--- config.mk ---
export PLATFORM = sky130hd
export DESIGN_NAME = sparse_matrix_add_sub_flat
export DESIGN_NICKNAME = d
export VERILOG_FILES = /design/src/rtl/core/smas_pkg.sv /design/src/rtl/core/smas_if.sv /design/src/rtl/core/smas_ctrl.sv /design/src/rtl/core/smas_dp.sv /design/src/rtl/core/sparse_matrix_add_sub.sv /design/src/flat_wrapper.sv
export SDC_FILE = /design/constraint.sdc
export NUM_CORES = 1
export LEC_CHECK = 0
export BUFFER_PORTS_ARGS = -buffer_cell sky130_fd_sc_hd__buf_2
export CAP_MARGIN = 5
export CORE_UTILIZATION = 35
export DETAILED_ROUTE_END_ITERATION = 12
export PLACE_DENSITY = 0.6
export SYNTH_ARGS = -nofsm -noshare
export SYNTH_HDL_FRONTEND = slang
export SYNTH_HIERARCHICAL = 1
export SYNTH_SLANG_ARGS = --single-unit
--- constraint.sdc ---
create_clock -name clk -period 9.6 [get_ports clk]
set_input_delay 0.48 -clock clk [delete_from_list [all_inputs] [get_ports clk]]
set_output_delay 0.48 -clock clk [all_outputs]
set_load 0.005 [all_outputs]
--- src/rtl/core/smas_pkg.sv ---
// ----------------------------------------------------------------------------
// smas_pkg: shared types and constants of the sparse matrix add/sub block
// Request codes, field widths, parameter defaults and the control and status
// bundles that pass between the controller and the datapath.
// ----------------------------------------------------------------------------
package smas_pkg;

	localparam int CAPACITY_DEF    = 8;
	localparam int VALUE_WIDTH_DEF = 32;

	localparam int REQ_W   = 3;
	localparam int POS_W   = 16;
	localparam int VALUE_W = 32;

	typedef enum logic [REQ_W-1:0] {
		REQ_LOAD_A = 3'd0,
		REQ_LOAD_B = 3'd1,
		REQ_SUM    = 3'd2,
		REQ_DIFF   = 3'd3,
		REQ_CLEAR  = 3'd4
	} smas_req_t;

	// Source of an entry pushed into the result stream.
	typedef enum logic [1:0] {
		SRC_SUM = 2'd0,
		SRC_A   = 2'd1,
		SRC_B   = 2'd2
	} smas_src_t;

	typedef struct packed {
		logic      start;
		logic      diff;
		logic      load_a;
		logic      load_b;
		logic      clear_lists;
		logic      adv_a;
		logic      adv_b;
		logic      push;
		smas_src_t src;
		logic      flush;
	} smas_cmd_t;

	typedef struct packed {
		logic match;
		logic hit;
		logic b_hit;
		logic i_end;
		logic j_end;
		logic na_zero;
		logic nb_zero;
		logic can_push;
		logic obuf_free;
	} smas_stat_t;

endpackage

--- src/rtl/core/smas_if.sv ---
// ----------------------------------------------------------------------------
// smas_if: stream channels of the sparse matrix add/sub block
// One request channel and one result channel, each a valid/ready handshake
// that moves one word when both are high at a rising clock edge.
// ----------------------------------------------------------------------------
interface smas_in_if;
	logic                                  valid;
	logic                                  ready;
	logic [smas_pkg::REQ_W-1:0]            req_type;
	logic [smas_pkg::POS_W-1:0]            entry_pos;
	logic signed [smas_pkg::VALUE_W-1:0]   entry_value;

	modport source (output valid, output req_type, output entry_pos,
		output entry_value, input ready);
	modport sink (input valid, input req_type, input entry_pos,
		input entry_value, output ready);
endinterface

interface smas_out_if;
	logic                                  valid;
	logic                                  ready;
	logic [smas_pkg::POS_W-1:0]            out_pos;
	logic signed [smas_pkg::VALUE_W-1:0]   out_value;
	logic                                  out_valid;
	logic                                  out_last;

	modport source (output valid, output out_pos, output out_value,
		output out_valid, output out_last, input ready);
	modport sink (input valid, input out_pos, input out_value,
		input out_valid, input out_last, output ready);
endinterface

--- src/rtl/core/smas_ctrl.sv ---
// ----------------------------------------------------------------------------
// smas_ctrl: request decoder and merge sequencer
// Takes request words while idle and steps the datapath through the scan of
// list A against list B, the scan of unmatched B entries and the final flush.
// ----------------------------------------------------------------------------
module smas_ctrl (
	input  logic                       clk,
	input  logic                       arst_n,
	input  logic                       req_valid,
	input  logic [smas_pkg::REQ_W-1:0] req_type,
	output logic                       req_ready,
	input  smas_pkg::smas_stat_t       st,
	output smas_pkg::smas_cmd_t        cmd
);
	import smas_pkg::*;

	typedef enum logic [3:0] {
		ST_IDLE   = 4'b0001,
		ST_SCAN_A = 4'b0010,
		ST_SCAN_B = 4'b0100,
		ST_FLUSH  = 4'b1000
	} state_t;

	state_t state_q, state_d;
	logic   push_sum, push_a;

	assign req_ready = (state_q == ST_IDLE);
	assign push_sum  = st.match;
	assign push_a    = st.j_end && !st.match && !st.hit;

	always_comb begin
		cmd     = '0;
		cmd.src = SRC_A;
		state_d = state_q;
		case (state_q)
			ST_IDLE: begin
				if (req_valid) begin
					case (req_type)
						REQ_LOAD_A: cmd.load_a = 1'b1;
						REQ_LOAD_B: cmd.load_b = 1'b1;
						REQ_SUM, REQ_DIFF: begin
							cmd.start = 1'b1;
							cmd.diff  = (req_type == REQ_DIFF);
							if (!st.na_zero)
								state_d = ST_SCAN_A;
							else if (!st.nb_zero)
								state_d = ST_SCAN_B;
							else
								state_d = ST_FLUSH;
						end
						REQ_CLEAR: cmd.clear_lists = 1'b1;
						default: ;
					endcase
				end
			end
			ST_SCAN_A: begin
				// One (A, B) pair per cycle unless a push must wait; at most one entry is pushed.
				if (!(push_sum || push_a) || st.can_push) begin
					cmd.adv_a = 1'b1;
					cmd.push  = push_sum || push_a;
					cmd.src   = push_sum ? SRC_SUM : SRC_A;
					if (st.j_end && st.i_end)
						state_d = st.nb_zero ? ST_FLUSH : ST_SCAN_B;
				end
			end
			ST_SCAN_B: begin
				if (st.b_hit || st.can_push) begin
					cmd.adv_b = 1'b1;
					cmd.push  = !st.b_hit;
					cmd.src   = SRC_B;
					if (st.j_end)
						state_d = ST_FLUSH;
				end
			end
			ST_FLUSH: begin
				if (st.obuf_free) begin
					cmd.flush = 1'b1;
					state_d   = ST_IDLE;
				end
			end
			default: state_d = ST_IDLE;
		endcase
	end

	always_ff @(posedge clk or negedge arst_n) begin
		if (!arst_n)
			state_q <= ST_IDLE;
		else
			state_q <= state_d;
	end

	a_onehot: assert property (@(posedge clk) disable iff (!arst_n)
		$onehot(state_q))
		else $error("controller state is not one-hot");
	a_scan_b_nonempty: assert property (@(posedge clk) disable iff (!arst_n)
		(state_q == ST_SCAN_B) |-> !st.nb_zero)
		else $error("scan of list B entered with list B empty");
	a_flush_to_idle: assert property (@(posedge clk) disable iff (!arst_n)
		cmd.flush |=> (state_q == ST_IDLE))
		else $error("flush did not return to idle");

endmodule

--- src/rtl/core/smas_dp.sv ---
// ----------------------------------------------------------------------------
// smas_dp: entry lists, pair comparator, adder and result buffers
// Holds both lists and their counts, the scan indexes and match flags, one
// pending entry (so the final one can be tagged last) and the output register.
// ----------------------------------------------------------------------------
module smas_dp #(
	parameter int CAPACITY    = smas_pkg::CAPACITY_DEF,
	parameter int VALUE_WIDTH = smas_pkg::VALUE_WIDTH_DEF
) (
	input  logic                               clk,
	input  logic                               arst_n,
	input  smas_pkg::smas_cmd_t                cmd,
	output smas_pkg::smas_stat_t               st,
	input  logic [smas_pkg::POS_W-1:0]         entry_pos,
	input  logic signed [smas_pkg::VALUE_W-1:0] entry_value,
	output logic                               word_valid,
	input  logic                               word_ready,
	output logic [smas_pkg::POS_W-1:0]         out_pos,
	output logic signed [smas_pkg::VALUE_W-1:0] out_value,
	output logic                               out_valid,
	output logic                               out_last
);
	import smas_pkg::*;

	localparam int IDX_W = (CAPACITY > 1) ? $clog2(CAPACITY) : 1;
	localparam int CNT_W = $clog2(CAPACITY + 1);
	localparam logic [CNT_W-1:0] CAP_CNT = CNT_W'(CAPACITY);

	logic [POS_W-1:0]       a_pos_q [CAPACITY];
	logic [VALUE_WIDTH-1:0] a_val_q [CAPACITY];
	logic [POS_W-1:0]       b_pos_q [CAPACITY];
	logic [VALUE_WIDTH-1:0] b_val_q [CAPACITY];
	logic [CNT_W-1:0]       cnt_a_q, cnt_b_q;
	logic [IDX_W-1:0]       i_q, j_q;
	logic                   hit_q, diff_q;
	logic [CAPACITY-1:0]    bmatch_q;

	logic                   pend_v_q;
	logic [POS_W-1:0]       pend_pos_q;
	logic [VALUE_WIDTH-1:0] pend_val_q;
	logic                   obuf_v_q;

	logic [POS_W-1:0]       cur_a_pos, cur_b_pos, new_pos;
	logic [VALUE_WIDTH-1:0] cur_a_val, cur_b_val, new_val, pair_val;

	assign cur_a_pos = a_pos_q[i_q];
	assign cur_a_val = a_val_q[i_q];
	assign cur_b_pos = b_pos_q[j_q];
	assign cur_b_val = b_val_q[j_q];
	assign pair_val  = diff_q ? (cur_a_val - cur_b_val) : (cur_a_val + cur_b_val);

	always_comb begin
		case (cmd.src)
			SRC_SUM: begin
				new_pos = cur_a_pos;
				new_val = pair_val;
			end
			SRC_B: begin
				new_pos = cur_b_pos;
				new_val = diff_q ? (VALUE_WIDTH'(0) - cur_b_val) : cur_b_val;
			end
			default: begin
				new_pos = cur_a_pos;
				new_val = cur_a_val;
			end
		endcase
	end

	assign st.na_zero   = (cnt_a_q == '0);
	assign st.nb_zero   = (cnt_b_q == '0);
	assign st.match     = !st.nb_zero && (cur_a_pos == cur_b_pos);
	assign st.hit       = hit_q;
	assign st.b_hit     = bmatch_q[j_q];
	assign st.i_end     = ((CNT_W'(i_q) + CNT_W'(1)) == cnt_a_q);
	assign st.j_end     = st.nb_zero || ((CNT_W'(j_q) + CNT_W'(1)) == cnt_b_q);
	assign st.obuf_free = !obuf_v_q || word_ready;
	assign st.can_push  = !pend_v_q || st.obuf_free;

	assign word_valid = obuf_v_q;

	// List storage: only entries below the counts are ever read.
	always_ff @(posedge clk) begin
		if (cmd.load_a && (cnt_a_q < CAP_CNT)) begin
			a_pos_q[cnt_a_q[IDX_W-1:0]] <= entry_pos;
			a_val_q[cnt_a_q[IDX_W-1:0]] <= entry_value[VALUE_WIDTH-1:0];
		end
		if (cmd.load_b && (cnt_b_q < CAP_CNT)) begin
			b_pos_q[cnt_b_q[IDX_W-1:0]] <= entry_pos;
			b_val_q[cnt_b_q[IDX_W-1:0]] <= entry_value[VALUE_WIDTH-1:0];
		end
	end

	always_ff @(posedge clk or negedge arst_n) begin
		if (!arst_n) begin
			cnt_a_q  <= '0;
			cnt_b_q  <= '0;
			i_q      <= '0;
			j_q      <= '0;
			hit_q    <= 1'b0;
			diff_q   <= 1'b0;
			bmatch_q <= '0;
			pend_v_q <= 1'b0;
			obuf_v_q <= 1'b0;
		end else begin
			if (cmd.load_a && (cnt_a_q < CAP_CNT))
				cnt_a_q <= cnt_a_q + CNT_W'(1);
			if (cmd.load_b && (cnt_b_q < CAP_CNT))
				cnt_b_q <= cnt_b_q + CNT_W'(1);
			if (cmd.clear_lists) begin
				cnt_a_q <= '0;
				cnt_b_q <= '0;
			end

			if (cmd.start) begin
				i_q      <= '0;
				j_q      <= '0;
				hit_q    <= 1'b0;
				diff_q   <= cmd.diff;
				bmatch_q <= '0;
			end
			if (cmd.adv_a) begin
				if (st.match)
					bmatch_q[j_q] <= 1'b1;
				if (st.j_end) begin
					j_q   <= '0;
					hit_q <= 1'b0;
					i_q   <= st.i_end ? '0 : i_q + IDX_W'(1);
				end else begin
					j_q <= j_q + IDX_W'(1);
					if (st.match)
						hit_q <= 1'b1;
				end
			end
			if (cmd.adv_b)
				j_q <= j_q + IDX_W'(1);

			if (obuf_v_q && word_ready)
				obuf_v_q <= 1'b0;
			if (cmd.push) begin
				pend_v_q <= 1'b1;
				if (pend_v_q)
					obuf_v_q <= 1'b1;
			end
			if (cmd.flush) begin
				pend_v_q <= 1'b0;
				obuf_v_q <= 1'b1;
			end
		end
	end

	// Payload of the pending entry and the output register.
	always_ff @(posedge clk) begin
		if (cmd.push) begin
			pend_pos_q <= new_pos;
			pend_val_q <= new_val;
			if (pend_v_q) begin
				out_pos   <= pend_pos_q;
				out_value <= VALUE_W'(signed'(pend_val_q));
				out_valid <= 1'b1;
				out_last  <= 1'b0;
			end
		end
		if (cmd.flush) begin
			out_last <= 1'b1;
			if (pend_v_q) begin
				out_pos   <= pend_pos_q;
				out_value <= VALUE_W'(signed'(pend_val_q));
				out_valid <= 1'b1;
			end else begin
				out_pos   <= '0;
				out_value <= '0;
				out_valid <= 1'b0;
			end
		end
	end

	a_cnt_bound: assert property (@(posedge clk) disable iff (!arst_n)
		(cnt_a_q <= CAP_CNT) && (cnt_b_q <= CAP_CNT))
		else $error("list count beyond capacity");
	a_push_no_overwrite: assert property (@(posedge clk) disable iff (!arst_n)
		(cmd.push && pend_v_q) |-> st.obuf_free)
		else $error("pending entry moved into a busy output register");
	a_flush_clean: assert property (@(posedge clk) disable iff (!arst_n)
		cmd.flush |-> (st.obuf_free && !cmd.push))
		else $error("flush into a busy output register");
	a_empty_is_last: assert property (@(posedge clk) disable iff (!arst_n)
		(obuf_v_q && !out_valid) |-> out_last)
		else $error("empty result word not marked last");

endmodule

--- src/rtl/core/sparse_matrix_add_sub.sv ---
// ----------------------------------------------------------------------------
// sparse_matrix_add_sub: add or subtract two sparse matrices in list form
// Top level: joins the merge sequencer and the list datapath to the request
// and result channels.
// ----------------------------------------------------------------------------
// The block keeps two lists, A and B, of up to CAPACITY (position, value)
// entries each, filled by load requests; a load into a full list is dropped
// and clear empties both lists. A sum or difference request streams the
// merged list: for each A entry in load order, one word per B entry at the
// same position carrying A+B or A-B, or the plain A value if there is none;
// then every B entry whose position appears nowhere in A, negated for a
// difference. Values wrap at VALUE_WIDTH bits and are sign-extended to 32.
// The final word of a list has out_last set; an emit with both lists empty
// gives a single word with out_valid low and out_last high. Loads, clears and
// unused codes produce no words. An emit walks every (A, B) pair through one
// position comparator and one adder, one pair per cycle, then the B list one
// entry per cycle; a step that pushes a word waits while the result channel
// stalls. One request is handled at a time: the request channel is ready
// whenever the sequencer is idle, and a finished result word may still be
// waiting in the output register while the next request is taken. No
// clearing pass follows reset.
// ----------------------------------------------------------------------------
module sparse_matrix_add_sub #(
	parameter int CAPACITY    = smas_pkg::CAPACITY_DEF,
	parameter int VALUE_WIDTH = smas_pkg::VALUE_WIDTH_DEF
) (
	input  logic        clk,
	input  logic        arst_n,
	smas_in_if.sink     in_ch,
	smas_out_if.source  out_ch
);
	import smas_pkg::*;

	smas_cmd_t  cmd;
	smas_stat_t st;

	// Sequencer: decodes requests and steps the merge.
	smas_ctrl u_ctrl (
		.clk       (clk),
		.arst_n    (arst_n),
		.req_valid (in_ch.valid),
		.req_type  (in_ch.req_type),
		.req_ready (in_ch.ready),
		.st        (st),
		.cmd       (cmd)
	);

	// Datapath: lists, comparator, adder and the result registers.
	smas_dp #(
		.CAPACITY    (CAPACITY),
		.VALUE_WIDTH (VALUE_WIDTH)
	) u_dp (
		.clk         (clk),
		.arst_n      (arst_n),
		.cmd         (cmd),
		.st          (st),
		.entry_pos   (in_ch.entry_pos),
		.entry_value (in_ch.entry_value),
		.word_valid  (out_ch.valid),
		.word_ready  (out_ch.ready),
		.out_pos     (out_ch.out_pos),
		.out_value   (out_ch.out_value),
		.out_valid   (out_ch.out_valid),
		.out_last    (out_ch.out_last)
	);

endmodule

--- src/flat_wrapper.sv ---
// flat-port wrapper written by rule: the top's interface ports become plain ports
module sparse_matrix_add_sub_flat import smas_pkg::*;
#(
	parameter int CAPACITY    = smas_pkg::CAPACITY_DEF,
	parameter int VALUE_WIDTH = smas_pkg::VALUE_WIDTH_DEF
)
  (clk, arst_n, in_ch_valid, in_ch_req_type, in_ch_entry_pos, in_ch_entry_value, in_ch_ready, out_ch_valid, out_ch_out_pos, out_ch_out_value, out_ch_out_valid, out_ch_out_last, out_ch_ready);
  smas_in_if in_ch_i ();
  smas_out_if out_ch_i ();
  input  logic clk;
  input  logic arst_n;
  input wire logic [$bits(in_ch_i.valid)-1:0] in_ch_valid;
  input wire logic [$bits(in_ch_i.req_type)-1:0] in_ch_req_type;
  input wire logic [$bits(in_ch_i.entry_pos)-1:0] in_ch_entry_pos;
  input wire logic [$bits(in_ch_i.entry_value)-1:0] in_ch_entry_value;
  output wire logic [$bits(in_ch_i.ready)-1:0] in_ch_ready;
  output wire logic [$bits(out_ch_i.valid)-1:0] out_ch_valid;
  output wire logic [$bits(out_ch_i.out_pos)-1:0] out_ch_out_pos;
  output wire logic [$bits(out_ch_i.out_value)-1:0] out_ch_out_value;
  output wire logic [$bits(out_ch_i.out_valid)-1:0] out_ch_out_valid;
  output wire logic [$bits(out_ch_i.out_last)-1:0] out_ch_out_last;
  input wire logic [$bits(out_ch_i.ready)-1:0] out_ch_ready;
  assign in_ch_i.valid = in_ch_valid;
  assign in_ch_i.req_type = in_ch_req_type;
  assign in_ch_i.entry_pos = in_ch_entry_pos;
  assign in_ch_i.entry_value = in_ch_entry_value;
  assign in_ch_ready = in_ch_i.ready;
  assign out_ch_valid = out_ch_i.valid;
  assign out_ch_out_pos = out_ch_i.out_pos;
  assign out_ch_out_value = out_ch_i.out_value;
  assign out_ch_out_valid = out_ch_i.out_valid;
  assign out_ch_out_last = out_ch_i.out_last;
  assign out_ch_i.ready = out_ch_ready;
  sparse_matrix_add_sub #(.CAPACITY(CAPACITY), .VALUE_WIDTH(VALUE_WIDTH)) u_core (.clk(clk), .arst_n(arst_n), .in_ch(in_ch_i), .out_ch(out_ch_i));
endmodule
# Word-level counts from Yosys, hierarchy flattened
# Memories as Yosys holds them, arrays and structs flattened.
# Index checks and enable logic that the tools add are counted.
# word_totals
in_bits	55
elab_cells	161
ramBits	768
out_inout_bits	52
n_memories	4
regBits	128
# classes
add_sub_neg	9
n_reduce_logical	34
n_eq_ne	19
n_bitwise	1
muxes	74
order_cmp	4
# memory_table
memory	words	word_bits	read_ports	rd_ports_with_merged_regs	write_ports	line_no	source
u_core.u_dp.a_val_q	8	32	1	0	1	smas_dp.sv:30	logic [VALUE_WIDTH-1:0] a_val_q [CAPACITY];
u_core.u_dp.b_val_q	8	32	1	0	1	smas_dp.sv:32	logic [VALUE_WIDTH-1:0] b_val_q [CAPACITY];
u_core.u_dp.a_pos_q	8	16	1	0	1	smas_dp.sv:29	logic [POS_W-1:0] a_pos_q [CAPACITY];
u_core.u_dp.b_pos_q	8	16	1	0	1	smas_dp.sv:31	logic [POS_W-1:0] b_pos_q [CAPACITY];
# op_table
cell	n
two-way mux 32 bit	6
two-way mux 16 bit	5
case mux 32 bit (2 select lines)	1
two-way mux 4 bit	14
adder 32 bit	1
subtractor 1 x 32 -> 32 bit (first input constant)	1
subtractor 32 bit	1
two-way mux 1 bit	29
two-way mux 3 bit	9
two-way mux 8 bit	3
== test 16 bit	1
case mux 4 bit (4 select lines)	1
inequality test 2 bit (second input constant)	6
two-way mux 5 bit	2
adder 3 x 1 -> 4 bit (second input constant)	2
adder 4 x 1 -> 4 bit (second input constant)	2
== test 4 bit	2
logical AND 1 bit	8
logical NOT 4 bit	2
< comparator 4 bit (second input constant)	2
bitwise OR 8 bit	1
nonzero test 2 bit	4
logical NOT 1 bit	7
AND reduction 7 bit	1
other kinds (22)	30

# Logic depth before layout (Yosys ltp)
# Gate-level depths: netlist of run 1.
# logic_depth
ltp_word	13
ltp_mapped	25
ltp_nobuf	21

# Hierarchy
# Netlist of run 1, hierarchy kept.
# modules_own_cells
mod	instances	area_per_inst_um2	seq_area_each_um2	cells_each
smas_dp	1	37453.4	26645.6	2230
smas_ctrl	1	489.2	101.3	65

# Worst setup path before layout of run 1
# No wires, ideal clock.
# synth_timing
kind	register to register
startpoint	register u_core.u_dp.j_q[0]
endpoint	register u_core/u_dp/out_pos[0] (netlist name), enable pin
required_ns	9.185
t_arrival_ns	5.359
setup_slack_ns	3.826
path_stages_with_launch	19
path_cell_list	dfrtp_1 buf_6 buf_8 buf_6 buf_6 buf_6 buf_6 mux2_2 nand2_1 o221ai_1 xnor2_1 nor4_1 nand4_1 nor4_2 a21oi_1 o22ai_1 and3_1 nand2_1 nand2b_1
# synth_rtl
element	line_no	source
from (decl)	smas_dp.sv:34	logic [IDX_W-1:0] i_q, j_q;
from (signal assigned)	smas_dp.sv:129	j_q <= j_q + IDX_W'(1);
from (signal assigned)	smas_dp.sv:135	j_q <= j_q + IDX_W'(1);
to (signal assigned)	smas_dp.sv:157	out_pos <= pend_pos_q;
to (signal assigned)	smas_dp.sv:166	out_pos <= pend_pos_q;
to (decl)	smas_dp.sv:18	output logic [smas_pkg::POS_W-1:0] out_pos,

# Worst setup path in the final report of run 1
# layout_timing
startpoint	register u_core.u_dp.j_q[0]
endpoint	register u_core.u_dp.pend_val_q[30], data pin
# layout_via
elab_chain_len	13
word_cells_on_any_way	28
classes_between	4 x add/sub; 3 x eq/ne; 9 x mux; 10 x reduce/logical; 2 x memory
# layout_rtl
element	line_no	source
memory read (8 x 16 bit)	-	
== test 16 bit	smas_dp.sv:71	assign st.match = !st.nb_zero && (cur_a_pos == cur_b_pos);
logical AND 1 bit	smas_dp.sv:71	
logical NOT 1 bit	smas_ctrl.sv:29	assign push_a = st.j_end && !st.match && !st.hit;
logical AND 1 bit (2 in a row)	smas_ctrl.sv:29	
logical OR 1 bit	smas_ctrl.sv:58	if (!(push_sum || push_a) || st.can_push) begin
logical NOT 1 bit	smas_ctrl.sv:58	
logical OR 1 bit	smas_ctrl.sv:58	
two-way mux 3 bit	smas_ctrl.sv:58	
case mux 3 bit (2 select lines)	smas_ctrl.sv:35	case (state_q)
== test 2 bit or logical NOT 2 bit (tied branches)	smas_dp.sv:53	case (cmd.src)
case mux 32 bit (2 select lines) (*)	smas_dp.sv:53	
named net u_core.u_dp.new_val[30]	smas_dp.sv:44	logic [VALUE_WIDTH-1:0] cur_a_val, cur_b_val, new_val, pair_val;
to (signal assigned)	smas_dp.sv:155	pend_val_q <= new_val;
to (decl)	smas_dp.sv:40	logic [VALUE_WIDTH-1:0] pend_val_q;
# Mark *: on every way through the listed nets, which the timed path passes. The rest lies on a longest branch. The select of a mux whose other input is x is not followed.
# A chain may end at the register's enable or synchronous reset.

==> metrics, run 1 <==
Port Buffers between 100 and 150; Crit path buffers/inverters 1; hold path endpoint u_core/u_dp/word_valid$_DFF_PN0_; Final ANT Viol Nets 0; Final Hold Viols 0; Worst R2R Path Depth 21; worst slew pin tran around 1.2 ns; Boundary Pins 107; GPL Wtd Cong slightly below 0.9; critical path depth in cells 21; DRT Wirelength around 90000 um; FF-to-FF setup slack approximately 2.7 ns; largest net degree at the start of global routing 60; number of CTS-inserted buffers 87; library cells used by synthesis 89; Fill cells between 9000 and 10000; post-synthesis sequential area ratio roughly 70%; layout cells sized above 1 between 20% and 30%; DIE HEIGHT roughly 330 um; register area ~27000 um^2; Slowest-stage cell, CP dfrtp_4; worst r2r src u_core/u_dp/j_q[0]$_DFFE_PN0P_; period utilisation layout a little over 70%; Cell Rows 120; r2r endpoint u_core/u_dp/pend_val_q[30]$_DFFE_PP_; area of the multi-input gates ~11000 um^2; CTS H-Tree Depth 3; CTS hold repair buffers 1; cell-internal power 0.00825 W; Post-synth EDFFs 865; async set-or-reset flop fraction in the synthesized netlist about 3.3%; Crit path max-delay family simple AND/OR/NAND/NOR gates; 1st-pass router iterations 5; Initial Util 35.4%; startpoint types register; Crit. End Element register; number of global-route vias before repair around 21000; Peak Freq 144 MHz; WL/cell 23.7 um; DP HPWL around 58000 um; cts repair resizes 0; GRT overflow 0; CTS tree yes; Placed Area between 40000 and 50000 um^2; setup skew after layout between 0.02 and 0.03 ns; clock sinks 896; core area about 110000 um^2; hold path start out_ch_ready; first-pass GRT wire length 137000 um; clock latency at the later pin of the worst-skew pair roughly 0.66 ns; RSZ-0062 raised after global routing no; #FFs+latches synth roughly 900; commonest register cell after synthesis edfxtp_1; Netlist Area Pre-Place 37900 um^2; Clock Power Share around a quarter; Post-Syn Area per Cell ~17 um^2; Data required, critical path about 10 ns; GRT Total Usage between 15 and 20%; Slew headroom between 20 and 25%; die area 110000 um^2; max-slew violations 0; switching power 0.00437 W; post-layout min period around 7 ns; # setup viols final 0; status completed; initial DRC count around 1700; Seq pwr share 37.0%; Hold Crit Depth 3; CP max FO just under 60; area growth from synthesis to layout 13.0%; Hold WC Path Type in -> reg; most used cell, CP o221ai_1; overall die width between 300 and 400 um; DRC errors left 0; clk slew on worst S/H paths approximately 0.060 ns; cells along the critical path buf_4 -> mux4_2 -> mux2i_2 -> nand2_1 -> nor3_4 -> and2b_1 -> nand2_1 -> nor2_1 -> nor2_1 -> xor2_1 -> ha_1 -> a21o_1 -> a21o_1 -> a221oi_1 -> nand3b_1 -> o221ai_1 -> o221ai_1 -> or2_2 -> a21boi_0 -> xor2_1 -> o221ai_1; Total Neg Setup Slack 0 ns; Yosys Warn Count 6; leakage power roughly 14 nW; Largest stage delay, worst path ~0.85 ns; Comb power frac 36.9%; Cells after Synth between 2000 and 2500; Post-Syn Nets approximately 2400; antenna violations before repair 15; via count approximately 21000; Setup CP Type reg -> reg; post-route cell area 42900 um^2; Max Buffers Root-to-Sink 3; Crit path arrival time 7.30 ns; max-cap violations 0; switch share roughly 35%; Via density ~5.4; Root Buffer clkbuf_16; peak supply drop 0.000137 V; buffer count from post-CTS setup fixing 0; pwr dens just under 300 nW/um^2; Nets 2508
[layout by cell type, fill, tap and decap left out, drive strengths merged, types with 6 or more instances in the layout]
master / n
nor2b: 8
o21ai: 56
dfrtp: 29
o221ai: 24
o31ai: 13
a211oi: 17
a22oi: 23
bufinv: 6
buf: 149
clkbuf: 96
clkinv: 43
and2: 54
inv: 37
o211ai: 6
nand2b: 24
mux2i: 115
nand3b: 7
a21oi: 137
nand3: 14
a21o: 15
nor3: 17
clkinvlp: 11
a31oi: 15
mux4: 115
nand4: 8
xnor2: 58
ha: 38
nor2: 162
nand2: 94
mux2: 67
nor4: 9
xor2: 53
edfxtp: 865
o22ai: 21
[per-layer routing]
layer  global-route usage, %  part of all wire [%]  vias to the layer above
met5                       0                  0.11                        -
met4                    5.12                   2.4                       16
met3                    2.98                   6.2                      145
met2                    26.9                    48                      691
met1                    22.8                    44                    10700
li1                        -                     -                     9223
[worst min-delay path, delay by kind of cell]
family	cells	cell delay, ns
simple gates	2	0.20
buf+inv	1	0.09
[Yosys cell counts, types with 15 or more instances]
cell type / number / area share (%)
xnor2_1: 58 / 1.3
a21oi_1: 137 / 1.8
edfxtp_1: 865 / 68
ha_1: 38 / 1.3
inv_1: 33 / 0.33
nor3_1: 15 / 0.20
a31oi_1: 15 / 0.25
nand2b_1: 24 / 0.40
mux2_2: 62 / 1.8
nor2_1: 161 / 1.6
nand2_1: 92 / 0.91
mux4_2: 115 / 6.8
buf_1: 17 / 0.17
buf_2: 26 / 0.34
a211oi_1: 17 / 0.34
o21ai_0: 50 / 0.66
xor2_1: 53 / 1.2
clkbuf_1: 58 / 0.57
and2_1: 54 / 0.89
a22oi_1: 23 / 0.46
o221ai_1: 24 / 0.55
mux2i_1: 113 / 3.0
dfrtp_1: 29 / 1.9
a21o_1: 15 / 0.30
o22ai_1: 21 / 0.35
[how the worst max path moves through the flow]
stage	from	end	slack (ns)
after floorplan	u_core/u_dp/j_q[0]$_DFFE_PN0P_	u_core/u_dp/out_pos[0]$_DFFE_PP_	3.83
after global placement	u_core/u_dp/j_q[0]$_DFFE_PN0P_	u_core/u_dp/pend_val_q[30]$_DFFE_PP_	2.87
after detailed placement	u_core/u_dp/j_q[0]$_DFFE_PN0P_	u_core/u_dp/pend_val_q[30]$_DFFE_PP_	2.75
after CTS	u_core/u_dp/j_q[0]$_DFFE_PN0P_	u_core/u_dp/pend_val_q[30]$_DFFE_PP_	2.70
after global routing	u_core/u_dp/j_q[0]$_DFFE_PN0P_	u_core/u_dp/pend_val_q[30]$_DFFE_PP_	2.24
final	u_core/u_dp/j_q[0]$_DFFE_PN0P_	u_core/u_dp/pend_val_q[30]$_DFFE_PP_	2.67
[final cells by class]
type                    count  area share, %
repair buffers            150           2.01
clock inverters            61           1.25
inverters                  36          0.315
flip-flops and latches    896           62.4
well taps                1403           4.09
multi-input cells        1243           24.7
diodes                      3         0.0175
clock buffers              96           5.20
[state kept, by name, indices dropped and copies added (netlist names), 4 cells and up]
signal	count
u_core/u_ctrl/state_q	4
u_core/u_dp/a_pos_q	128
u_core/u_dp/a_val_q	256
u_core/u_dp/b_pos_q	128
u_core/u_dp/b_val_q	256
u_core/u_dp/bmatch_q	8
u_core/u_dp/cnt_a_q	4
u_core/u_dp/cnt_b_q	4
u_core/u_dp/out_pos	16
u_core/u_dp/out_value	32
u_core/u_dp/pend_pos_q	16
u_core/u_dp/pend_val_q	32
[metrics by stage]
step	hold slack, ns	instances	util, %	worst slack [ns]	total power [W]
global route	0.187	3887	40.0	2.24	0.0132
detailed placement	0.450	3727	37.4	2.75	0.00934
global placement	0.457	3727	37.4	2.87	0.00923
floorplan	0.184	2295	-	3.83	0.00815
CTS	0.114	3885	40.0	2.70	0.0127
finish	0.157	3888	40.0	2.67	0.0126
[power by group through the flow]
| stage | Clock (W) | Sequential (W) | Combinational, W |
|---|---|---|---|
| finish | 0.00330 | 0.00466 | 0.00465 |
| global route | 0.00352 | 0.00468 | 0.00504 |
| CTS | 0.00338 | 0.00467 | 0.00461 |
| detailed placement | 0 | 0.00475 | 0.00459 |
| global placement | 0 | 0.00474 | 0.00449 |
| floorplan | 0 | 0.00463 | 0.00352 |
[kinds of logic after synthesis]
| kind of cell | synth area share (%) |
|---|---|
| compound gates | 6.24 |
| xor+xnor | 2.56 |
| fa+ha+maj | 1.31 |
| buf+inv | 1.92 |
| flops | 70.5 |
| mux | 11.9 |
| simple gates | 5.58 |
Note: power is estimated with default switching activity, not from simulation.
==> run 2, diff against run 1 <==
==> constraint.sdc (replaced) <==
create_clock -name clk -period 7.1 [get_ports clk]
set_input_delay 0.355 -clock clk [delete_from_list [all_inputs] [get_ports clk]]
set_output_delay 0.355 -clock clk [all_outputs]
set_load 0.005 [all_outputs]
==> run 2 against run 1 <==
Net effect:
- combinational power up 34%
- total power up 35%
- sequential power up 38%
- clock power up 35%
- register-to-register slack worse by 1.8 ns
- wire length up 2.5%
- design area up 0.11%
- clock skew down 0.0013 ns
- highest routed layer unchanged
==> metrics, run 2 (same netlist as run 1, synthesis figures left out) <==
1st-pass router iterations 5 (unchanged); Final ANT Viol Nets 0 (unchanged); core area 107000 um^2 (unchanged); GPL Wtd Cong 0.915 (+5.3%); Crit. End Element register; worst slew pin tran 1.17 ns (-0.0231 ns); DRC errors left 0 (unchanged); Placed Instances 3736 (+0.24%); RSZ-0062 raised after global routing no; commonest non-fill, non-tap cell in the layout edfxtp_1; first-pass GRT wire length 140000 um (+1.9%); DP HPWL 58300 um (+0.98%); peak supply drop 0.000233 V (+70%); Finished Layout Cells 3896 (+0.21%); most frequent cells in the layout edfxtp_1, nor2_1, a21oi_1; Boundary Pins 107 (unchanged); pwr dens 397 nW/um^2 (+35%); CTS tree yes; antenna violations before repair 14 (-1); largest net degree at the start of global routing 60 (unchanged); CTS H-Tree Depth 3 (unchanged); area growth from synthesis to layout 13.2%; clk slew on worst S/H paths 0.07 ns (about the same); max-cap violations 0 (unchanged); Data required, critical path 7.46 ns (-2.51 ns); period utilisation layout 87.6% (+15 points); worst slack, placed 0.952 ns (-1.79 ns); setup skew after layout 0.0273 ns (-0.00127 ns); clock sinks 896 (unchanged); Root Buffer clkbuf_16; initial DRC count 1771 (+4.4%); CP max FO 47 (-20%); Setup CP Type reg -> reg; number of global-route vias before repair 20900 (-0.60%); WL/cell 24.2 um (+2.3%); Total Neg Setup Slack 0 ns (unchanged); number of CTS-inserted buffers 86 (-1.1%); Nets 2517 (+0.36%); Slew headroom 21.9% (+1.4 points); # setup viols final 0 (unchanged); overall die width 331 um (unchanged); startpoint types register; via count 20800 (-0.048%); Cell Rows 120 (unchanged); Final Hold Viols 0 (unchanged); cts repair resizes 0 (unchanged); status completed; post-layout min period 6.22 ns (-0.712 ns); Hold WC Path Type in -> reg; Max Buffers Root-to-Sink 3 (unchanged); DIE HEIGHT 331 um (unchanged); post-route setup slack 0.877 ns (-1.79 ns); max-slew violations 0 (unchanged); Via density 5.34 (-0.25%); die area 110000 um^2 (unchanged); layout cells sized above 1 20.5% (-0.16 points); DRT Wirelength 94200 um (+2.5%); GRT overflow 0 (unchanged); GRT Total Usage 17.1% (+0.46 points); Port Buffers 106 (unchanged); Peak Freq 161 MHz (+11%); Crit path arrival time 6.58 ns (-0.72 ns); Initial Util 35.4% (unchanged); clock latency at the later pin of the worst-skew pair 0.66 ns (about the same); leakage power 13.7 nW (+0.29%)
==> run 2: per-layer routing <==
| layer | track usage (%) | vias to the layer above | routed length [um] |
|---|---|---|---|
| li1 | - | 9245 | - |
| met5 | 0 | - | 111 |
| met4 | 4.68 | 20 | 1880 |
| met2 | 28.2 | 577 | 45500 |
| met1 | 23.3 | 10800 | 41700 |
| met3 | 3.02 | 140 | 5110 |
==> run 2: final cells by class <==
type	instances	area (um^2)
fillers	9695	64300
well taps	1403	1760
flip-flops and latches	896	26800
clock buffers	109	2260
inverters	36	135
multi-input cells	1243	10600
diodes	1	2.50
clock inverters	48	460
repair buffers	160	966
==> run 2: report_power, final <==
group          internal [W]  switching (W)
Clock               0.00249        0.00195
Sequential          0.00608       0.000326
Combinational       0.00260        0.00362
Total                0.0112        0.00590
==> run 2: what timing repair did <==
action                                 4_1_cts  5_1_grt
setup buffers                                0        0
hold buffers                                 2        0
endpoints found under the hold margin       30        0
==> run 2: stage by stage <==
stage	power (W)	hold WS, ns	cell area, um^2	utilization [%]
2_1_floorplan	0.0110	0.0594	37900	-
3_3_place_gp	0.0126	0.441	40200	37.5
3_5_place_dp	0.0127	0.445	40200	37.5
4_1_cts	0.0171	0.0269	42900	40.1
5_1_grt	0.0179	0.0684	42900	40.1
6_report	0.0171	0.0775	42900	40.1
==> run 2: path summary, 6_finish.rpt <==
| check | startpoint | end | slack, ns | depth (start not counted) |
|---|---|---|---|---|
| worst max-delay path | u_core/u_dp/j_q[0]$_DFFE_PN0P_ | u_core/u_dp/pend_val_q[30]$_DFFE_PP_ | 0.88 | 19 |
| worst min-delay path | in_ch_entry_value[9] | u_core/u_dp/b_val_q[4][9]$_DFFE_PP_ | 0.08 | 1 |
| worst max register to register | u_core/u_dp/j_q[0]$_DFFE_PN0P_ | u_core/u_dp/pend_val_q[30]$_DFFE_PP_ | 0.88 | 19 |
| worst min register to register | u_core/u_dp/out_last$_SDFFE_PP1P_ | u_core/u_dp/out_last$_SDFFE_PP1P_ | 0.46 | 1 |
| max in group asynchronous | arst_n | u_core/u_dp/j_q[2]$_DFFE_PN0P_ | 6.14 | 2 |
| min in group asynchronous | arst_n | u_core/u_dp/hit_q$_DFF_PN0_ | 0.38 | 2 |
==> run 2: critical path: stages, from the launching register on <==
cell,delay [ns]
dfrtp_4,0.97
buf_4,0.41
mux2_2,0.37
a22oi_1,0.13
o221a_2,0.31
and4_1,0.49
nand3_4,0.25
o21ai_0,0.26
xnor2_1,0.10
ha_1,0.37
a21o_1,0.19
a21o_1,0.18
a221oi_1,0.34
nand3b_1,0.12
o221ai_1,0.29
o221ai_1,0.22
or2_2,0.33
a21boi_0,0.23
xor2_1,0.18
o221ai_1,0.16
==> run 3, diff against run 2 <==
--- a/config.mk
+++ b/config.mk
@@ -5,11 +5,13 @@
 export SDC_FILE = /design/constraint.sdc
 export NUM_CORES = 1
 export LEC_CHECK = 0
+export ABC_AREA = 1
 export BUFFER_PORTS_ARGS = -buffer_cell sky130_fd_sc_hd__buf_2
 export CAP_MARGIN = 5
-export CORE_UTILIZATION = 35
+export CORE_UTILIZATION = 40
+export CTS_CLUSTER_SIZE = 16
 export DETAILED_ROUTE_END_ITERATION = 12
-export PLACE_DENSITY = 0.6
+export PLACE_DENSITY = 0.65
 export SYNTH_ARGS = -nofsm -noshare
 export SYNTH_HDL_FRONTEND = slang
 export SYNTH_HIERARCHICAL = 1
==> run 3 against run 2 <==
Net effect:
- worst hold slack lost 0.0042 ns
- wire length grew 10%
- clock-buffer cell count shrank 1
- fmax grew 7.4%
- clock skew grew 0.0032 ns
- first-iteration DRC count grew 48%
- critical path depth is the same
- via count grew 27%
- non-clock buffer count shrank 10
- register-to-register slack gained 0.43 ns
- critical path type unchanged
==> metrics, run 3 <==
DP HPWL 62100 um (+6.4%); Max Buffers Root-to-Sink 3 (unchanged); Root Buffer clkbuf_16; crit path capture u_core/u_dp/pend_val_q[18]$_DFFE_PP_; Worst R2R Path Depth 19 (unchanged); DRT Wirelength 104000 um (+10%); simple-gate share of the synthesized area 15.4% (+9.8 points); CTS tree yes; Post-synth top cells edfxtp_1, nand2_1, nor2_1, o21ai_0, inv_1; Final ANT Viol Nets 0 (unchanged); Nets 3669 (+46%); clock sinks 896 (unchanged); # setup viols final 0 (unchanged); Total Neg Setup Slack 0 ns (unchanged); layout cells sized above 1 10.8% (-9.6 points); Post-Syn Nets 3596 (+51%); Largest stage delay, worst path 0.68 ns (-0.29 ns); post-synth top area cell edfxtp_1; Yosys Warn Count 6 (unchanged); worst slew pin tran 1.16 ns (-0.00599 ns); setup skew after layout 0.0305 ns (+0.00319 ns); Slew headroom 22.3% (+0.40 points); DRC errors left 0 (unchanged); Crit path buffers/inverters 2 (+1); CP max FO 93 (+98%); post-layout min period 5.79 ns (-0.429 ns); end-of-flow core utilization 45.3% (+5.2 points); peak supply drop 0.000227 V (-2.6%); WL/cell 21.1 um (-13%); commonest register cell after synthesis edfxtp_1; hold path start in_ch_entry_value[31]; worst r2r src u_core/u_dp/i_q[0]$_DFF_PN0_; Placed Instances 4758 (+27%); Peak Freq 173 MHz (+7.4%); Fill cells 8768 (-9.6%); antenna violations before repair 17 (+3); Setup CP Type reg -> reg; largest net degree at the start of global routing 191 (+220%); Final Hold Viols 0 (unchanged); GRT Total Usage 20.6% (+3.5 points); Crit path arrival time 6.25 ns (-0.33 ns); Netlist Area Pre-Place 39400 um^2 (+4.0%); FF-to-FF setup slack 1.31 ns (+0.43 ns); Crit. End Element register; clock latency at the later pin of the worst-skew pair 0.66 ns (about the same); die area 99900 um^2 (-9.0%); Data required, critical path 7.56 ns (+0.10 ns); period utilisation layout 81.6% (-6.0 points); library cells used by synthesis 58 (-35%); leakage power 16.0 nW (+17%); cells along the critical path inv_6 -> buf_4 -> o21ai_0 -> o22ai_1 -> nor2_1 -> a31oi_1 -> ha_1 -> a21oi_1 -> o21ai_0 -> nand3_1 -> nand2_1 -> nand2_1 -> nand2_1 -> a21boi_0 -> o21ai_0 -> xnor2_1 -> nand2_1 -> o21ai_0 -> a21oi_1; #FFs+latches synth 896 (unchanged); xor-xnor portion of the synthesized cell area 0.999% (-1.6 points); pwr dens 396 nW/um^2 (-0.41%); GPL Wtd Cong 0.895 (-2.3%); most frequent cells in the layout edfxtp_1, nand2_1, nor2_1; post-synthesis sequential area ratio 67.8% (-2.7 points); portion of netlist area occupied by mux cells 0.0761% (-12 points); largest family of logic cells by synthesized area simple AND/OR/NAND/NOR gates; Boundary Pins 107 (unchanged); DIE HEIGHT 316 um (-4.6%); 1st-pass router iterations 8 (+3); number of CTS-inserted buffers 89 (+3.5%); buffer count from post-CTS setup fixing 0 (unchanged); async set-or-reset flop fraction in the synthesized netlist 3.35% (unchanged); Crit path max-delay family compound AO/OA/AOI/OAI gates; clk slew on worst S/H paths 0.06 ns (about the same); Post-Synth Adder-Cell Area 1.26% (-0.050 points); core area 97100 um^2 (-9.4%); Via density 5.38 (+0.65%); Post-synth EDFFs 865 (unchanged); RSZ-0062 raised after global routing no; Port Buffers 106 (unchanged); Crit. Startpoint u_core/u_dp/i_q[0]$_DFF_PN0_; Cells after Synth 3502 (+53%); Initial Util 40.6% (+5.2 points); overall die width 316 um (-4.6%); critical path depth in cells 19 (unchanged); Compound-Gate Fraction of Synth Area 9.38% (+3.1 points); Slowest-stage cell, CP a31oi_1; via count 26500 (+27%); startpoint types register; GRT overflow 0 (unchanged); r2r endpoint u_core/u_dp/pend_val_q[18]$_DFFE_PP_; Finished Layout Cells 4921 (+26%); Cell Rows 114 (-5.0%); first-pass GRT wire length 154000 um (+10%); top cell type's share of synthesized area 65.8% (-2.6 points); number of global-route vias before repair 24800 (+19%); status completed; max-slew violations 0 (unchanged); initial DRC count 2616 (+48%); max-cap violations 0 (unchanged); area growth from synthesis to layout 11.5%; commonest non-fill, non-tap cell in the layout edfxtp_1; CTS H-Tree Depth 3 (unchanged); Area contributors post-synth edfxtp_1, nand2_1, nor2_1, o21ai_0, nand3_1; Post-Syn Area per Cell 11.3 um^2 (-32%); Hold WC Path Type in -> reg; most frequent cell after synthesis edfxtp_1; WHS 0.0733 ns (-0.00422 ns)
run 3: cell families (layout without fill, tap and decap cells):
| family | Yosys count | in the layout |
|---|---|---|
| other | 0 | 3 |
| flip-flops | 896 | 896 |
| adder cells (fa/ha/maj) | 39 | 39 |
| AND/OR/NAND/NOR | 1407 | 1407 |
| AO/OA/AOI/OAI | 652 | 652 |
| multiplexers | 3 | 3 |
| XOR/XNOR | 45 | 45 |
| buffers and inverters | 460 | 600 |
run 3: routing by layer:
layer	share of wire (%)	wire (um)	vias to the layer above	track usage, %
li1	-	-	12400	-
met1	43	44500	12900	28.2
met2	45	46700	1008	32.2
met3	9.2	9500	173	4.87
met4	2.7	2830	20	7.42
met5	0.14	150	-	0
run 3: worst reg2reg max path, delay by kind of cell (launching register included):
kind,cells,cell delay (ns)
AND/OR/NAND/NOR,6,0.55
buffers and inverters,2,1.30
XOR/XNOR,1,0.19
AO/OA/AOI/OAI,9,2.48
flip-flops,1,0.67
adder cells (fa/ha/maj),1,0.42
run 3: layout make-up:
cell class                      instances  area [um^2]  area share (%)
Inverter                              292         1110            2.52
Timing Repair Buffer                  150          891            2.03
Clock buffer                          108         2340            5.32
Sequential cell                       896        26800            60.8
Multi-Input combinational cell       2146        10800            24.6
Tap cell                             1276         1600            3.63
Clock inverter                         50          465            1.06
Antenna cell                            3         7.51          0.0171
run 3: worst min-delay path by stage:
| stage | to | slack [ns] | depth (start not counted) |
|---|---|---|---|
| after floorplan | u_core/u_ctrl/state_q[1]$_DFFE_PN0P_ | 0.06 | 0 |
| after global placement | u_core/u_dp/out_last$_SDFFE_PP1P_ | 0.46 | 2 |
| after detailed placement | u_core/u_dp/out_last$_SDFFE_PP1P_ | 0.46 | 2 |
| after CTS | u_core/u_dp/a_val_q[1][18]$_DFFE_PP_ | 0.04 | 1 |
| after global routing | u_core/u_dp/a_val_q[1][18]$_DFFE_PP_ | 0.06 | 1 |
| final | u_core/u_dp/b_val_q[0][31]$_DFFE_PP_ | 0.07 | 1 |
run 3: where the power goes:
group | switching, W | internal, W | leakage [nW] | total, W
sequential | 0.000204 | 0.00618 | 8.18 | 0.00638
combinational | 0.00451 | 0.00195 | 6.51 | 0.00646
clock | 0.00197 | 0.00260 | 1.35 | 0.00457
total | 0.00668 | 0.0107 | 16.0 | 0.0174
run 3: what timing repair did:
action,CTS,global route
hold endpoints to repair,30,0
hold buffers,2,0
gates resized for setup,0,0
run 3: per-stage QoR:
step                      total power [W]  cell area (um^2)  setup WS (ns)
final                              0.0174             44000           1.31
after CTS                          0.0174             44000           1.39
after detailed placement           0.0129             41200           1.42
after global placement             0.0128             41200           1.50
after floorplan                    0.0109             39400          0.960
after global routing               0.0185             44000          0.916
